==> config.mk <==
export PLATFORM = sky130hd
export DESIGN_NAME = scp_div_stage
export DESIGN_NICKNAME = d
export VERILOG_FILES = /design/src/rtl/screened_coulomb_polynomial_macros.svh /design/src/rtl/scp_pkg.sv /design/src/rtl/scp_div_stage.sv
export SDC_FILE = /design/constraint.sdc
export NUM_CORES = 1
export LEC_CHECK = 0
export ABC_AREA = 1
export BUFFER_PORTS_ARGS = -buffer_cell sky130_fd_sc_hd__buf_2
export CAP_MARGIN = 5
export CORE_MARGIN = 2
export CORE_UTILIZATION = 47
export DETAILED_ROUTE_END_ITERATION = 8
export PLACE_DENSITY = 0.85
export REMOVE_ABC_BUFFERS = 1
export SLEW_MARGIN = 30
export SYNTH_ARGS = -nofsm -noshare
export SYNTH_HDL_FRONTEND = slang
export SYNTH_SLANG_ARGS = --single-unit
export TNS_END_PERCENT = 100
==> constraint.sdc <==
create_clock -name clk -period 3.66 [get_ports clk]
set_input_delay 0.366 -clock clk [delete_from_list [all_inputs] [get_ports clk]]
set_output_delay 0.366 -clock clk [all_outputs]
set_load 0.1 [all_outputs]
==> src/rtl/screened_coulomb_polynomial_macros.svh <==
// ----------------------------------------------------------------------------
// screened_coulomb_polynomial assertion macros
// Shared property shorthands for the screened Coulomb kernel.
// ----------------------------------------------------------------------------
`ifndef SCREENED_COULOMB_POLYNOMIAL_MACROS_SVH
`define SCREENED_COULOMB_POLYNOMIAL_MACROS_SVH

// same-cycle implication, disabled in reset
`define SCP_ASSERT_IMPL(label, ante, cons, msg) \
  label: assert property (@(posedge clk) disable iff (!rst_n) (ante) |-> (cons)) \
    else $error(msg);

// next-cycle implication, disabled in reset
`define SCP_ASSERT_NEXT(label, ante, cons, msg) \
  label: assert property (@(posedge clk) disable iff (!rst_n) (ante) |=> (cons)) \
    else $error(msg);

// fixed-delay implication, disabled in reset
`define SCP_ASSERT_DELAY(label, ante, dly, cons, msg) \
  label: assert property (@(posedge clk) disable iff (!rst_n) (ante) |-> ##dly (cons)) \
    else $error(msg);

`endif

==> src/rtl/scp_pkg.sv <==
// ----------------------------------------------------------------------------
// scp_pkg
// Widths, coefficients and shared types of the screened Coulomb kernel.
// ----------------------------------------------------------------------------
package scp_pkg;

  localparam int DIST_W    = 20;            // Q4.16
  localparam int PROD_W    = 2 * DIST_W;    // Q8.32
  localparam int X_W       = 30;            // scaled distance, Q.28, below 3.5
  localparam int X_SHIFT   = 4;             // Q.32 -> Q.28
  localparam int ACC_W     = 42;            // signed Q.28 accumulator
  localparam int MAG_W     = ACC_W - 1;
  localparam int LO_W      = 21;
  localparam int HI_W      = MAG_W - LO_W;
  localparam int PP_W      = MAG_W + X_W;
  localparam int FRAC_P    = 28;
  localparam int NUM_COEF  = 11;
  localparam int NUM_STEPS = NUM_COEF - 1;
  localparam int OUT_W     = 33;            // Q17.16
  localparam int NUM_W     = MAG_W + 4;     // poly << 4
  localparam int TOP_W     = NUM_W - OUT_W;

  localparam logic [PROD_W-1:0] CUTOFF_P = 40'h03_8000_0000;  // 3.5 in Q8.32
  localparam logic [OUT_W-1:0]  OUT_MAX  = {OUT_W{1'b1}};
  localparam logic [DIST_W-1:0] ALPHA_RESET = 20'h1_0000;

  // Horner coefficients in Q.28, c0 first
  localparam logic signed [ACC_W-1:0] COEF [NUM_COEF] = '{
    42'sd268463583, -42'sd303993239, 42'sd10449544, 42'sd58451239,
    42'sd91066404, -42'sd142871953, 42'sd81910635, -42'sd25287965,
    42'sd4442765, -42'sd415590, 42'sd15848
  };

  typedef struct packed {
    logic valid;
    logic cut;   // beyond cutoff
    logic ovf;   // quotient overflow or zero distance
  } scp_ctl_t;

endpackage

==> src/rtl/scp_div_stage.sv <==
// ----------------------------------------------------------------------------
// scp_div_stage
// One restoring division step: one quotient bit per register stage.
// ----------------------------------------------------------------------------
module scp_div_stage import scp_pkg::*; (
  input  logic              clk,
  input  logic              rst_n,
  input  scp_ctl_t          ctl_i,
  input  logic [DIST_W-1:0] dist_i,
  input  logic [DIST_W-1:0] rem_i,
  input  logic [OUT_W-1:0]  num_i,
  input  logic [OUT_W-1:0]  quo_i,
  output scp_ctl_t          ctl_o,
  output logic [DIST_W-1:0] dist_o,
  output logic [DIST_W-1:0] rem_o,
  output logic [OUT_W-1:0]  num_o,
  output logic [OUT_W-1:0]  quo_o
);

  scp_ctl_t          ctl_r;
  logic [DIST_W-1:0] dist_r, rem_r, rem_nxt;
  logic [OUT_W-1:0]  num_r, quo_r;
  logic [DIST_W:0]   trial, diff;
  logic              ge;

  always_comb begin
    trial   = {rem_i, num_i[OUT_W-1]};
    diff    = trial - {1'b0, dist_i};
    ge      = trial >= {1'b0, dist_i};
    rem_nxt = ge ? diff[DIST_W-1:0] : trial[DIST_W-1:0];
  end

  always_ff @(posedge clk) begin
    if (!rst_n) begin
      ctl_r <= '0;
    end else begin
      ctl_r <= ctl_i;
    end
  end

  always_ff @(posedge clk) begin
    dist_r <= dist_i;
    rem_r  <= rem_nxt;
    num_r  <= {num_i[OUT_W-2:0], 1'b0};
    quo_r  <= {quo_i[OUT_W-2:0], ge};
  end

  assign ctl_o  = ctl_r;
  assign dist_o = dist_r;
  assign rem_o  = rem_r;
  assign num_o  = num_r;
  assign quo_o  = quo_r;

endmodule

==> summary.md <==
| Metric | Value |
|---|---|
| Post-detail-place hpwl | `between 8000 and 9000 um` |
| Vias | `3470` |
| IO Count | `220` |
| Post_cts resized | `0` |
| Critical Path End Type | `flop` |
| Die area | `9010 um^2` |
| # Post-CTS Setup Buffers | `0` |
| Final Hold Fails | `0` |
| Synth warn | `0` |
| Worst-path clk slew | `0.11 ns` |
| Fin Setup TNS | `0 ns` |
| Crit path max fanout | `24` |
| I/O Buffers | `217` |
| Clock root cell | `clkbuf_8` |
| CTS H-tree depth | `3` |
| Min Hold Slack | `0.0890 ns` |
| Seq/Total Area, Yosys | `55.7%` |
| Yosys cell types | `30` |
| Final setup viols | `0` |
| Initial drt markers | `91` |
| Post-synthesis cell area | `3880 um^2` |
| Most common cell after layout, fill and taps aside | `buf_2` |
| Crit path arrival time | `2.06 ns` |
| Req. time, crit path | `3.97 ns` |
| Critical Path, Cell by Cell | `buf_2 > inv_1 > ha_1 > a21oi_1 > inv_1 > nand2_1 > a21oi_1 > nor2_2 > nand2_8 > inv_6 > nand2_1 > nand2_1` |
| Final Max Slew Viols | `0` |
| Leak pwr | `2.99 nW` |
| Register bit total from synthesis | `108` |
| Overall power | `roughly 0.0031 W` |
| Period minus WS final | `between 1.5 and 2 ns` |
| Slowest cell on crit path | `ha_1` |
| DRC | `0` |
| Relative slew slack | `~66%` |
| Final ANT Viol Nets | `0` |
| Ranking of synthesized cells by area | `dfxtp_1 56%, nand2_1 13%, inv_1 6.7%` |
| Outcome | `finished clean` |
| Most used cell, CP | `nand2_1` |
| Inserted Clock Buffers | `9` |
| Final Cell Area | `5260 um^2` |
| Clock sink count | `108` |
| Initial antenna violation count | `0` |
| Max Cap Violations | `0` |
| First-pass DRT Iterations | `4` |
| Final worst path period share | `47.9%` |
| Gr usage total | `21.6%` |
| Area of placed instances | `5060 um^2` |
| Syn Inst Count | `449` |
| Synth area leader | `dfxtp_1` |
| Die Wd | `94.9 um` |
| Vias in the first global route | `3224` |
| # diodes | `0` |
| Post-CTS Hold Buffers | `0` |
| Commonest non-fill, non-tap cells in the layout | `217 x buf_2, 133 x nand2_1, 108 x dfxtp_1, 69 x inv_1, 28 x nand3_1` |
| # rows | `33` |
| CTS tree | `done` |
| Detailed-route wire length | `just under 10000 um` |
| Pwr per Cell Area | `a little under 600 nW/um^2` |
| Slowest stage delay, CP | `0.35 ns` |
| Crit path launch | `dist_i[14]` |
| Max IR drop VDD | `about 0.00027 V` |
| Worst Setup Path Type | `input port to flop` |
| Vert. Die Dim | `94.9 um` |
| Wirelength per Cell | `approximately 13 um` |
| # nets final | `805` |
| Total gr overflow | `0` |
| Fraction of layout cells with a size suffix above 1 | `38.1%` |
| RSZ-0062 raised after global routing | `false` |
| Hold_sp | `quo_i[0]` |
| Share of the synthesized area in the top cell type | `a little under three fifths` |
| Hold Crit Class | `input port to flop` |
| Global placement routability congestion | `0.912` |
| Worst-margin pin slew | `0.512 ns` |
| Via-per-instance ratio | `roughly 4.4` |
| Clk buf depth | `2` |
| Crit path max-delay family | `simple AND/OR/NAND/NOR gates` |
| Synthesized area per cell | `8.65 um^2` |
| Worst setup SP type | `input port` |
| Max Fclk | `571 MHz` |
| First-pass GRT wire length | `14800 um` |
| Area growth syn-to-layout | `35.3%` |
| CORE AREA | `8090 um^2` |
| Final Util | `65.0%` |
| Largest net degree at the start of global routing | `25` |
| CP Buf/Inv Count | `4` |
| Starting Density | `between 40% and 50%` |
==> worst paths after layout <==
| check | endpoint | slack (ns) | cells past startpoint |
|---|---|---|---|
| worst max-delay path | rem_o[12]$_DFF_P_ | 1.91 | 12 |
| worst min-delay path | quo_o[1]$_DFF_P_ | 0.09 | 1 |
==> final cells by class <==
class	count	area, um^2
Fill cell	727	2840
Timing Repair Buffer	217	1090
Sequential cell	108	2160
Clock inverter	6	62.6
Multi-Input combinational cell	265	1400
Inverter	72	275
Clock buffer	10	138
Tap cell	105	131
==> synthesized netlist by cell type <==
| cell | count |
|---|---|
| buf_8 | 1 |
| nand2_8 | 1 |
| o21ai_0 | 2 |
| a21oi_1 | 13 |
| dfxtp_1 | 108 |
| o21ai_1 | 1 |
| fa_1 | 1 |
| xor2_1 | 9 |
| nand3_1 | 28 |
| nand4_1 | 1 |
| conb_1 | 1 |
| nor3_1 | 2 |
| nand3_2 | 1 |
| nand2_1 | 133 |
| ha_1 | 20 |
| xnor2_1 | 1 |
| nand3b_1 | 4 |
| buf_6 | 2 |
| o21a_1 | 1 |
| inv_6 | 1 |
| nor2_2 | 2 |
| o21bai_1 | 1 |
| nor3_2 | 1 |
| inv_2 | 2 |
| a21oi_2 | 1 |
| buf_4 | 1 |
| nand2_4 | 1 |
| nand2_2 | 15 |
| nor2_1 | 25 |
| inv_1 | 69 |
==> report_power, final <==
group | total [W] | leakage, nW | internal [W] | switching, W
sequential | 0.00129 | 0.911 | 0.00127 | 0.0000215
clock | 0.000705 | 0.103 | 0.000285 | 0.000419
combinational | 0.00114 | 1.98 | 0.000200 | 0.000941
==> sequential cells by signal (all words and copies together) (netlist names) <==
signal and flops:
quo_o 33, num_o 32, dist_o 20, rem_o 20, ctl_o 3
==> through the flow <==
step | setup slack (ns) | instances
final | 1.91 | 783
after floorplan | 1.90 | 445
after global routing | 1.63 | 783
after detailed placement | 1.54 | 767
after global placement | 1.56 | 767
after CTS | 1.94 | 783
==> metal layers <==
metal | GRT usage, % | wire length [um] | vias to the layer above
met3 | 4.71 | 691 | 11
li1 | - | - | 1805
met2 | 39.9 | 5060 | 123
met1 | 23.7 | 3950 | 1531
met5 | 0 | 0 | -
met4 | 9.18 | 185 | 0
==> cells by family (layout without fill, tap and decap cells) <==
logic type	Yosys count	in the layout	synth area share, %
compound gates	19	19	2.67
xor+xnor	10	10	2.25
fa+ha+maj	21	21	6.96
buf+inv	76	305	8.24
flops	108	108	55.7
other cells	1	1	0.0965
simple gates	214	214	24.1
Power figures use the tool's default switching activity.
