### src/rtl/screened_coulomb_polynomial_macros.svh
// ----------------------------------------------------------------------------
// screened_coulomb_polynomial assertion macros
// Shared property shorthands for the screened Coulomb kernel.
// ----------------------------------------------------------------------------
`ifndef SCREENED_COULOMB_POLYNOMIAL_MACROS_SVH
`define SCREENED_COULOMB_POLYNOMIAL_MACROS_SVH

// same-cycle implication, disabled in reset
`define SCP_ASSERT_IMPL(label, ante, cons, msg) \
  label: assert property (@(posedge clk) disable iff (!rst_n) (ante) |-> (cons)) \
    else $error(msg);

// next-cycle implication, disabled in reset
`define SCP_ASSERT_NEXT(label, ante, cons, msg) \
  label: assert property (@(posedge clk) disable iff (!rst_n) (ante) |=> (cons)) \
    else $error(msg);

// fixed-delay implication, disabled in reset
`define SCP_ASSERT_DELAY(label, ante, dly, cons, msg) \
  label: assert property (@(posedge clk) disable iff (!rst_n) (ante) |-> ##dly (cons)) \
    else $error(msg);

`endif

### src/rtl/scp_pkg.sv
// ----------------------------------------------------------------------------
// scp_pkg
// Widths, coefficients and shared types of the screened Coulomb kernel.
// ----------------------------------------------------------------------------
package scp_pkg;

  localparam int DIST_W    = 20;            // Q4.16
  localparam int PROD_W    = 2 * DIST_W;    // Q8.32
  localparam int X_W       = 30;            // scaled distance, Q.28, below 3.5
  localparam int X_SHIFT   = 4;             // Q.32 -> Q.28
  localparam int ACC_W     = 42;            // signed Q.28 accumulator
  localparam int MAG_W     = ACC_W - 1;
  localparam int LO_W      = 21;
  localparam int HI_W      = MAG_W - LO_W;
  localparam int PP_W      = MAG_W + X_W;
  localparam int FRAC_P    = 28;
  localparam int NUM_COEF  = 11;
  localparam int NUM_STEPS = NUM_COEF - 1;
  localparam int OUT_W     = 33;            // Q17.16
  localparam int NUM_W     = MAG_W + 4;     // poly << 4
  localparam int TOP_W     = NUM_W - OUT_W;

  localparam logic [PROD_W-1:0] CUTOFF_P = 40'h03_8000_0000;  // 3.5 in Q8.32
  localparam logic [OUT_W-1:0]  OUT_MAX  = {OUT_W{1'b1}};
  localparam logic [DIST_W-1:0] ALPHA_RESET = 20'h1_0000;

  // Horner coefficients in Q.28, c0 first
  localparam logic signed [ACC_W-1:0] COEF [NUM_COEF] = '{
    42'sd268463583, -42'sd303993239, 42'sd10449544, 42'sd58451239,
    42'sd91066404, -42'sd142871953, 42'sd81910635, -42'sd25287965,
    42'sd4442765, -42'sd415590, 42'sd15848
  };

  typedef struct packed {
    logic valid;
    logic cut;   // beyond cutoff
    logic ovf;   // quotient overflow or zero distance
  } scp_ctl_t;

endpackage

### src/rtl/scp_horner_step.sv
// ----------------------------------------------------------------------------
// scp_horner_step
// One Horner step acc' = c + round(acc * x), split over two register stages.
// ----------------------------------------------------------------------------
module scp_horner_step import scp_pkg::*; (
  input  logic                    clk,
  input  logic                    rst_n,
  input  scp_ctl_t                ctl_i,
  input  logic [DIST_W-1:0]       dist_i,
  input  logic [X_W-1:0]          x_i,
  input  logic signed [ACC_W-1:0] acc_i,
  input  logic signed [ACC_W-1:0] coef_i,
  output scp_ctl_t                ctl_o,
  output logic [DIST_W-1:0]       dist_o,
  output logic [X_W-1:0]          x_o,
  output logic signed [ACC_W-1:0] acc_o
);

  scp_ctl_t              ctl_a_r, ctl_b_r;
  logic [DIST_W-1:0]     dist_a_r, dist_b_r;
  logic [X_W-1:0]        x_a_r, x_b_r;
  logic                  neg_a_r;
  logic [LO_W+X_W-1:0]   pp_lo_r, pp_lo_nxt;
  logic [HI_W+X_W-1:0]   pp_hi_r, pp_hi_nxt;
  logic signed [ACC_W-1:0] acc_b_r, acc_b_nxt;
  logic [MAG_W-1:0]      mag;
  logic [PP_W-1:0]       prod;
  logic [ACC_W-1:0]      rnd;
  logic signed [ACC_W-1:0] term;

  // stage A: magnitude times x, as two partial products
  always_comb begin
    mag       = acc_i[ACC_W-1] ? MAG_W'(-acc_i) : acc_i[MAG_W-1:0];
    pp_lo_nxt = {{X_W{1'b0}}, mag[LO_W-1:0]} * {{LO_W{1'b0}}, x_i};
    pp_hi_nxt = {{X_W{1'b0}}, mag[MAG_W-1:LO_W]} * {{HI_W{1'b0}}, x_i};
  end

  // stage B: combine, round half away from zero, add coefficient
  always_comb begin
    prod      = {pp_hi_r, {LO_W{1'b0}}} + {{HI_W{1'b0}}, pp_lo_r};
    prod      = prod + (PP_W'(1) << (FRAC_P - 1));
    rnd       = ACC_W'(prod >> FRAC_P);
    term      = neg_a_r ? -$signed(rnd) : $signed(rnd);
    acc_b_nxt = coef_i + term;
  end

  always_ff @(posedge clk) begin
    if (!rst_n) begin
      ctl_a_r <= '0;
      ctl_b_r <= '0;
    end else begin
      ctl_a_r <= ctl_i;
      ctl_b_r <= ctl_a_r;
    end
  end

  always_ff @(posedge clk) begin
    dist_a_r <= dist_i;
    x_a_r    <= x_i;
    neg_a_r  <= acc_i[ACC_W-1];
    pp_lo_r  <= pp_lo_nxt;
    pp_hi_r  <= pp_hi_nxt;
    dist_b_r <= dist_a_r;
    x_b_r    <= x_a_r;
    acc_b_r  <= acc_b_nxt;
  end

  assign ctl_o  = ctl_b_r;
  assign dist_o = dist_b_r;
  assign x_o    = x_b_r;
  assign acc_o  = acc_b_r;

endmodule

### config.mk
export PLATFORM = sky130hd
export DESIGN_NAME = scp_horner_step
export DESIGN_NICKNAME = d
export VERILOG_FILES = /design/src/rtl/screened_coulomb_polynomial_macros.svh /design/src/rtl/scp_pkg.sv /design/src/rtl/scp_horner_step.sv
export SDC_FILE = /design/constraint.sdc
export NUM_CORES = 2
export LEC_CHECK = 0
export BUFFER_PORTS_ARGS = -buffer_cell sky130_fd_sc_hd__clkbuf_2
export CAP_MARGIN = 20
export CORE_ASPECT_RATIO = 1.4
export CORE_MARGIN = 8
export CORE_UTILIZATION = 50
export CTS_BUF_LIST = sky130_fd_sc_hd__clkbuf_8
export DETAILED_ROUTE_END_ITERATION = 7
export GPL_TIMING_DRIVEN = 0
export HOLD_SLACK_MARGIN = 0.02
export PLACE_DENSITY_LB_ADDON = 0.3
export SYNTH_ARGS = -nofsm -noshare
export SYNTH_HDL_FRONTEND = slang
export SYNTH_SLANG_ARGS = --single-unit
### constraint.sdc
create_clock -name clk -period 27.7 [get_ports clk]
set_input_delay 2.77 -clock clk [delete_from_list [all_inputs] [get_ports clk]]
set_output_delay 2.77 -clock clk [all_outputs]
set_load 0.05 [all_outputs]
==> metrics.md <==
| Metric | Value |
|---|---|
| Die Wd | `281.2 um` |
| Upper clock frequency limit | `~70 MHz` |
| Post-synth EDFFs | `0` |
| Yosys reg bits | `about 230` |
| Mean routed wirelength per cell | `about 24 um` |
| Fraction of registers with async set or reset after synthesis | `0` |
| Core box area | `0.09784 mm^2` |
| Rel. slew slack | `0.1597` |
| Worst-Skew Late Latency | `0.68 ns` |
| Final Hold Fails | `0` |
| Cell variety after synth | `94` |
| Post-layout util | `0.5425` |
| Post-Syn Instances | `5515` |
| Residual DRC | `0` |
| Synth Net Count | `7096` |
| Post-CTS Hold Buffers | `0` |
| GR Overflow Total | `0` |
| Nets | `roughly 7400` |
| Measured slew at the worst slew-check pin | `1.251 ns` |
| CTS sink count | `228` |
| Warnings, synthesis | `0` |
| Postcts setup bufs | `0` |
| Max_cap viols | `0` |
| Worst Skew | `roughly 0.067 ns` |
| Overall Global Routing Usage | `0.3103` |
| Clk pin slew, worst setup/hold paths | `0.06 ns` |
| Final min period | `13.92 ns` |
| Post-route ant nets | `0` |
| CTS H-tree depth | `2` |
| WL final | `168600 um` |
| Status | `complete, no violations` |
| Main flop type after synthesis | `dfxtp_1` |
| Final weighted congestion in routability-driven placement | `1.016` |
| Dpl cells | `around 7000` |
| Worst Path Arrival | `between 10 and 15 ns` |
| Vias in the first global route | `42450` |
| Crit Path Category | `primary input to register` |
| TritonRoute pass-1 iters | `6` |
| TritonCTS clock tree | `done` |
| RSZ-0062 raised after global routing | `no` |
| Die height | `387.2 um` |
| Critical Path Max Stage Delay | `~0.94 ns` |
| Top-area cell type share of the netlist area | `0.4181` |
| Critical Path Sink Type | `register` |
| DP HPWL | `140800 um` |
| Initial core utilization | `0.5031` |
| Die Footprint | `0.1089 mm^2` |
| Final Max Slew Viols | `0` |
| Global-route wire length before repair | `252000 um` |
| IO buf count | `233` |
| Slowest cell on the critical path | `xnor2_1` |
| Largest net degree at the start of global routing | `12` |
| Bufs on Longest Clock Path | `3` |
| CP dominant cell by count | `fa_1` |
| Final period util | `0.5027` |
| Maximum fanout along the worst path | `10` |
| Post-Syn Area per Cell | `8.925 um^2` |
| Post-Syn Area | `0.04922 mm^2` |
| Post-Layout Cell Count | `7156` |
| Placement Rows | `136` |
| Setup_tns | `0 ns` |
| Buffers & Inverters on Critical Path | `10` |
| CTS resizes | `0` |
| Post-Place Cell Area | `0.05205 mm^2` |
| Vias post-DR | `39830` |
| Top area cells in the synthesized netlist | `fa_1 42%, ha_1 11%, dfxtp_1 9.3%, inv_1 8.6%, nand2_1 7.1%` |
| Kind of cell adding the most delay to the critical path | `adder cells` |
| CP required | `28.21 ns` |
| Worst Hold Class | `register to register` |
| Final Cell Area | `between 0.05 and 0.06 mm^2` |
| # setup viols final | `0` |
| Root Buffer | `clkbuf_8` |
| Share of cells above drive strength 1 | `0.06400` |
| I/O pins | `234` |
| First-iteration detailed-routing DRC count | `2604` |
| Clock buffer count from CTS | `41` |
| Area grow syn2layout | `7.845%` |
| Register area share after synthesis | `0.09273` |
| Post-synth top area cell | `fa_1` |
| Crit path launch type | `primary input` |
| Initial antenna violation count | `26` |
| Via-to-Cell Ratio | `5.566` |
[synthesized netlist by cell type, types with 5 or more instances]
| library cell | instances |
|---|---|
| ha_1 | 414 |
| nor4_1 | 9 |
| buf_2 | 13 |
| dfxtp_1 | 228 |
| nor2b_1 | 43 |
| nand2_1 | 930 |
| and4_1 | 12 |
| o21ai_1 | 8 |
| a2111oi_0 | 5 |
| nand4_1 | 17 |
| o21ai_0 | 93 |
| and2_1 | 399 |
| a31oi_1 | 17 |
| a31o_2 | 8 |
| or4_1 | 10 |
| a41oi_1 | 5 |
| o41ai_1 | 12 |
| o31ai_1 | 24 |
| clkbuf_1 | 255 |
| nor2_1 | 109 |
| o21bai_1 | 15 |
| nand3_1 | 38 |
| or2_2 | 8 |
| nor3_1 | 43 |
| nand2b_1 | 26 |
| a21boi_0 | 6 |
| and3_1 | 26 |
| a221o_1 | 6 |
| o21a_1 | 27 |
| xnor2_1 | 156 |
| fa_1 | 1028 |
| a211oi_1 | 15 |
| xor2_1 | 51 |
| o211ai_1 | 13 |
| or3_1 | 13 |
| a21o_1 | 87 |
| a21oi_1 | 114 |
| o2111ai_1 | 9 |
| inv_1 | 1134 |
[layer usage]
layer | vias up | global-route usage | share of wire
li1 | 17260 | - | -
met1 | 19880 | 0.3410 | 0.34
met2 | 2003 | 0.5249 | 0.48
met3 | 667 | 0.06133 | 0.087
met4 | 14 | 0.2351 | 0.094
met5 | - | 0 | 0.00051
[final cells by class]
class	instances	area (um^2)
fillers	9092	44760
multi-input cells	3878	39330
flip-flops and latches	228	4564
inverters	1134	4257
well taps	1311	1640
repair buffers	238	1231
plain buffers	275	1076
clock buffers	49	674.4
clock inverters	26	271.5
diodes	17	42.54
[worst reg2reg max path: cells and delay by family (launching register included)]
family / cells / cell delay, ns
AND/OR/NAND/NOR: 8 / 1.76
AO/OA/AOI/OAI: 11 / 2.97
adder cells (fa/ha/maj): 3 / 1.06
flip-flops: 1 / 0.33
XOR/XNOR: 4 / 0.86
multiplexers: 1 / 0.35
[per-stage QoR]
stage	worst slack (ns)	hold WS [ns]
finish	13.78	0.3173
global route	13.57	0.3293
CTS	14.12	0.3215
detailed placement	13.49	0.3121
global placement	12.58	0.3095
floorplan	15.87	0.3096
[state kept, by name, summed over array words and instances, names as in the netlist]
name	flops
neg_a_r	1
x_o	30
ctl_o	3
acc_o	42
x_a_r	30
dist_a_r	20
pp_hi_r	49
pp_lo_r	30
dist_o	20
ctl_a_r	3
[cells by family (layout without fill, tap and decap cells)]
| logic type | after synthesis | count (layout) | synth area share |
|---|---|---|---|
| compound gates | 516 | 516 | 0.07209 |
| simple gates | 1709 | 1709 | 0.1658 |
| flops | 228 | 228 | 0.09273 |
| mux | 4 | 4 | 0.0008389 |
| xor+xnor | 207 | 207 | 0.03683 |
| buf+inv | 1409 | 1722 | 0.1083 |
| other cells | 0 | 17 | 0 |
| fa+ha+maj | 1442 | 1442 | 0.5233 |
[layout by cell type (no fill, tap or decap), types with 38 or more instances in the layout]
master    Yosys  layout
nand3_1      38      38
a21oi_1     114     114
xnor2_1     156     156
dfxtp_1     228     228
clkbuf_8      0      49
clkbuf_1    255     255
a21o_1       87      87
o21ai_0      93      93
clkbuf_2      1     234
ha_1        414     414
xor2_1       51      51
nor2b_1      43      43
nand2_1     930     930
nor2_1      109     109
nor3_1       43      43
inv_1      1134    1143
and2_1      399     399
fa_1       1028    1028
[final timing paths]
path | depth (start not counted) | endpoint | startpoint | slack, ns
worst max register to register | 27 | acc_o[41] | pp_hi_r[7] | 20.29
worst max-delay path | 36 | pp_hi_r[42] | acc_i[0] | 13.78
worst min register to register | 0 | x_o[22] | x_a_r[22] | 0.32
worst min-delay path | 0 | x_o[22] | x_a_r[22] | 0.32
Power is not shown: default switching activity piles up to over one toggle a cycle in this logic, so the estimate is an artifact.
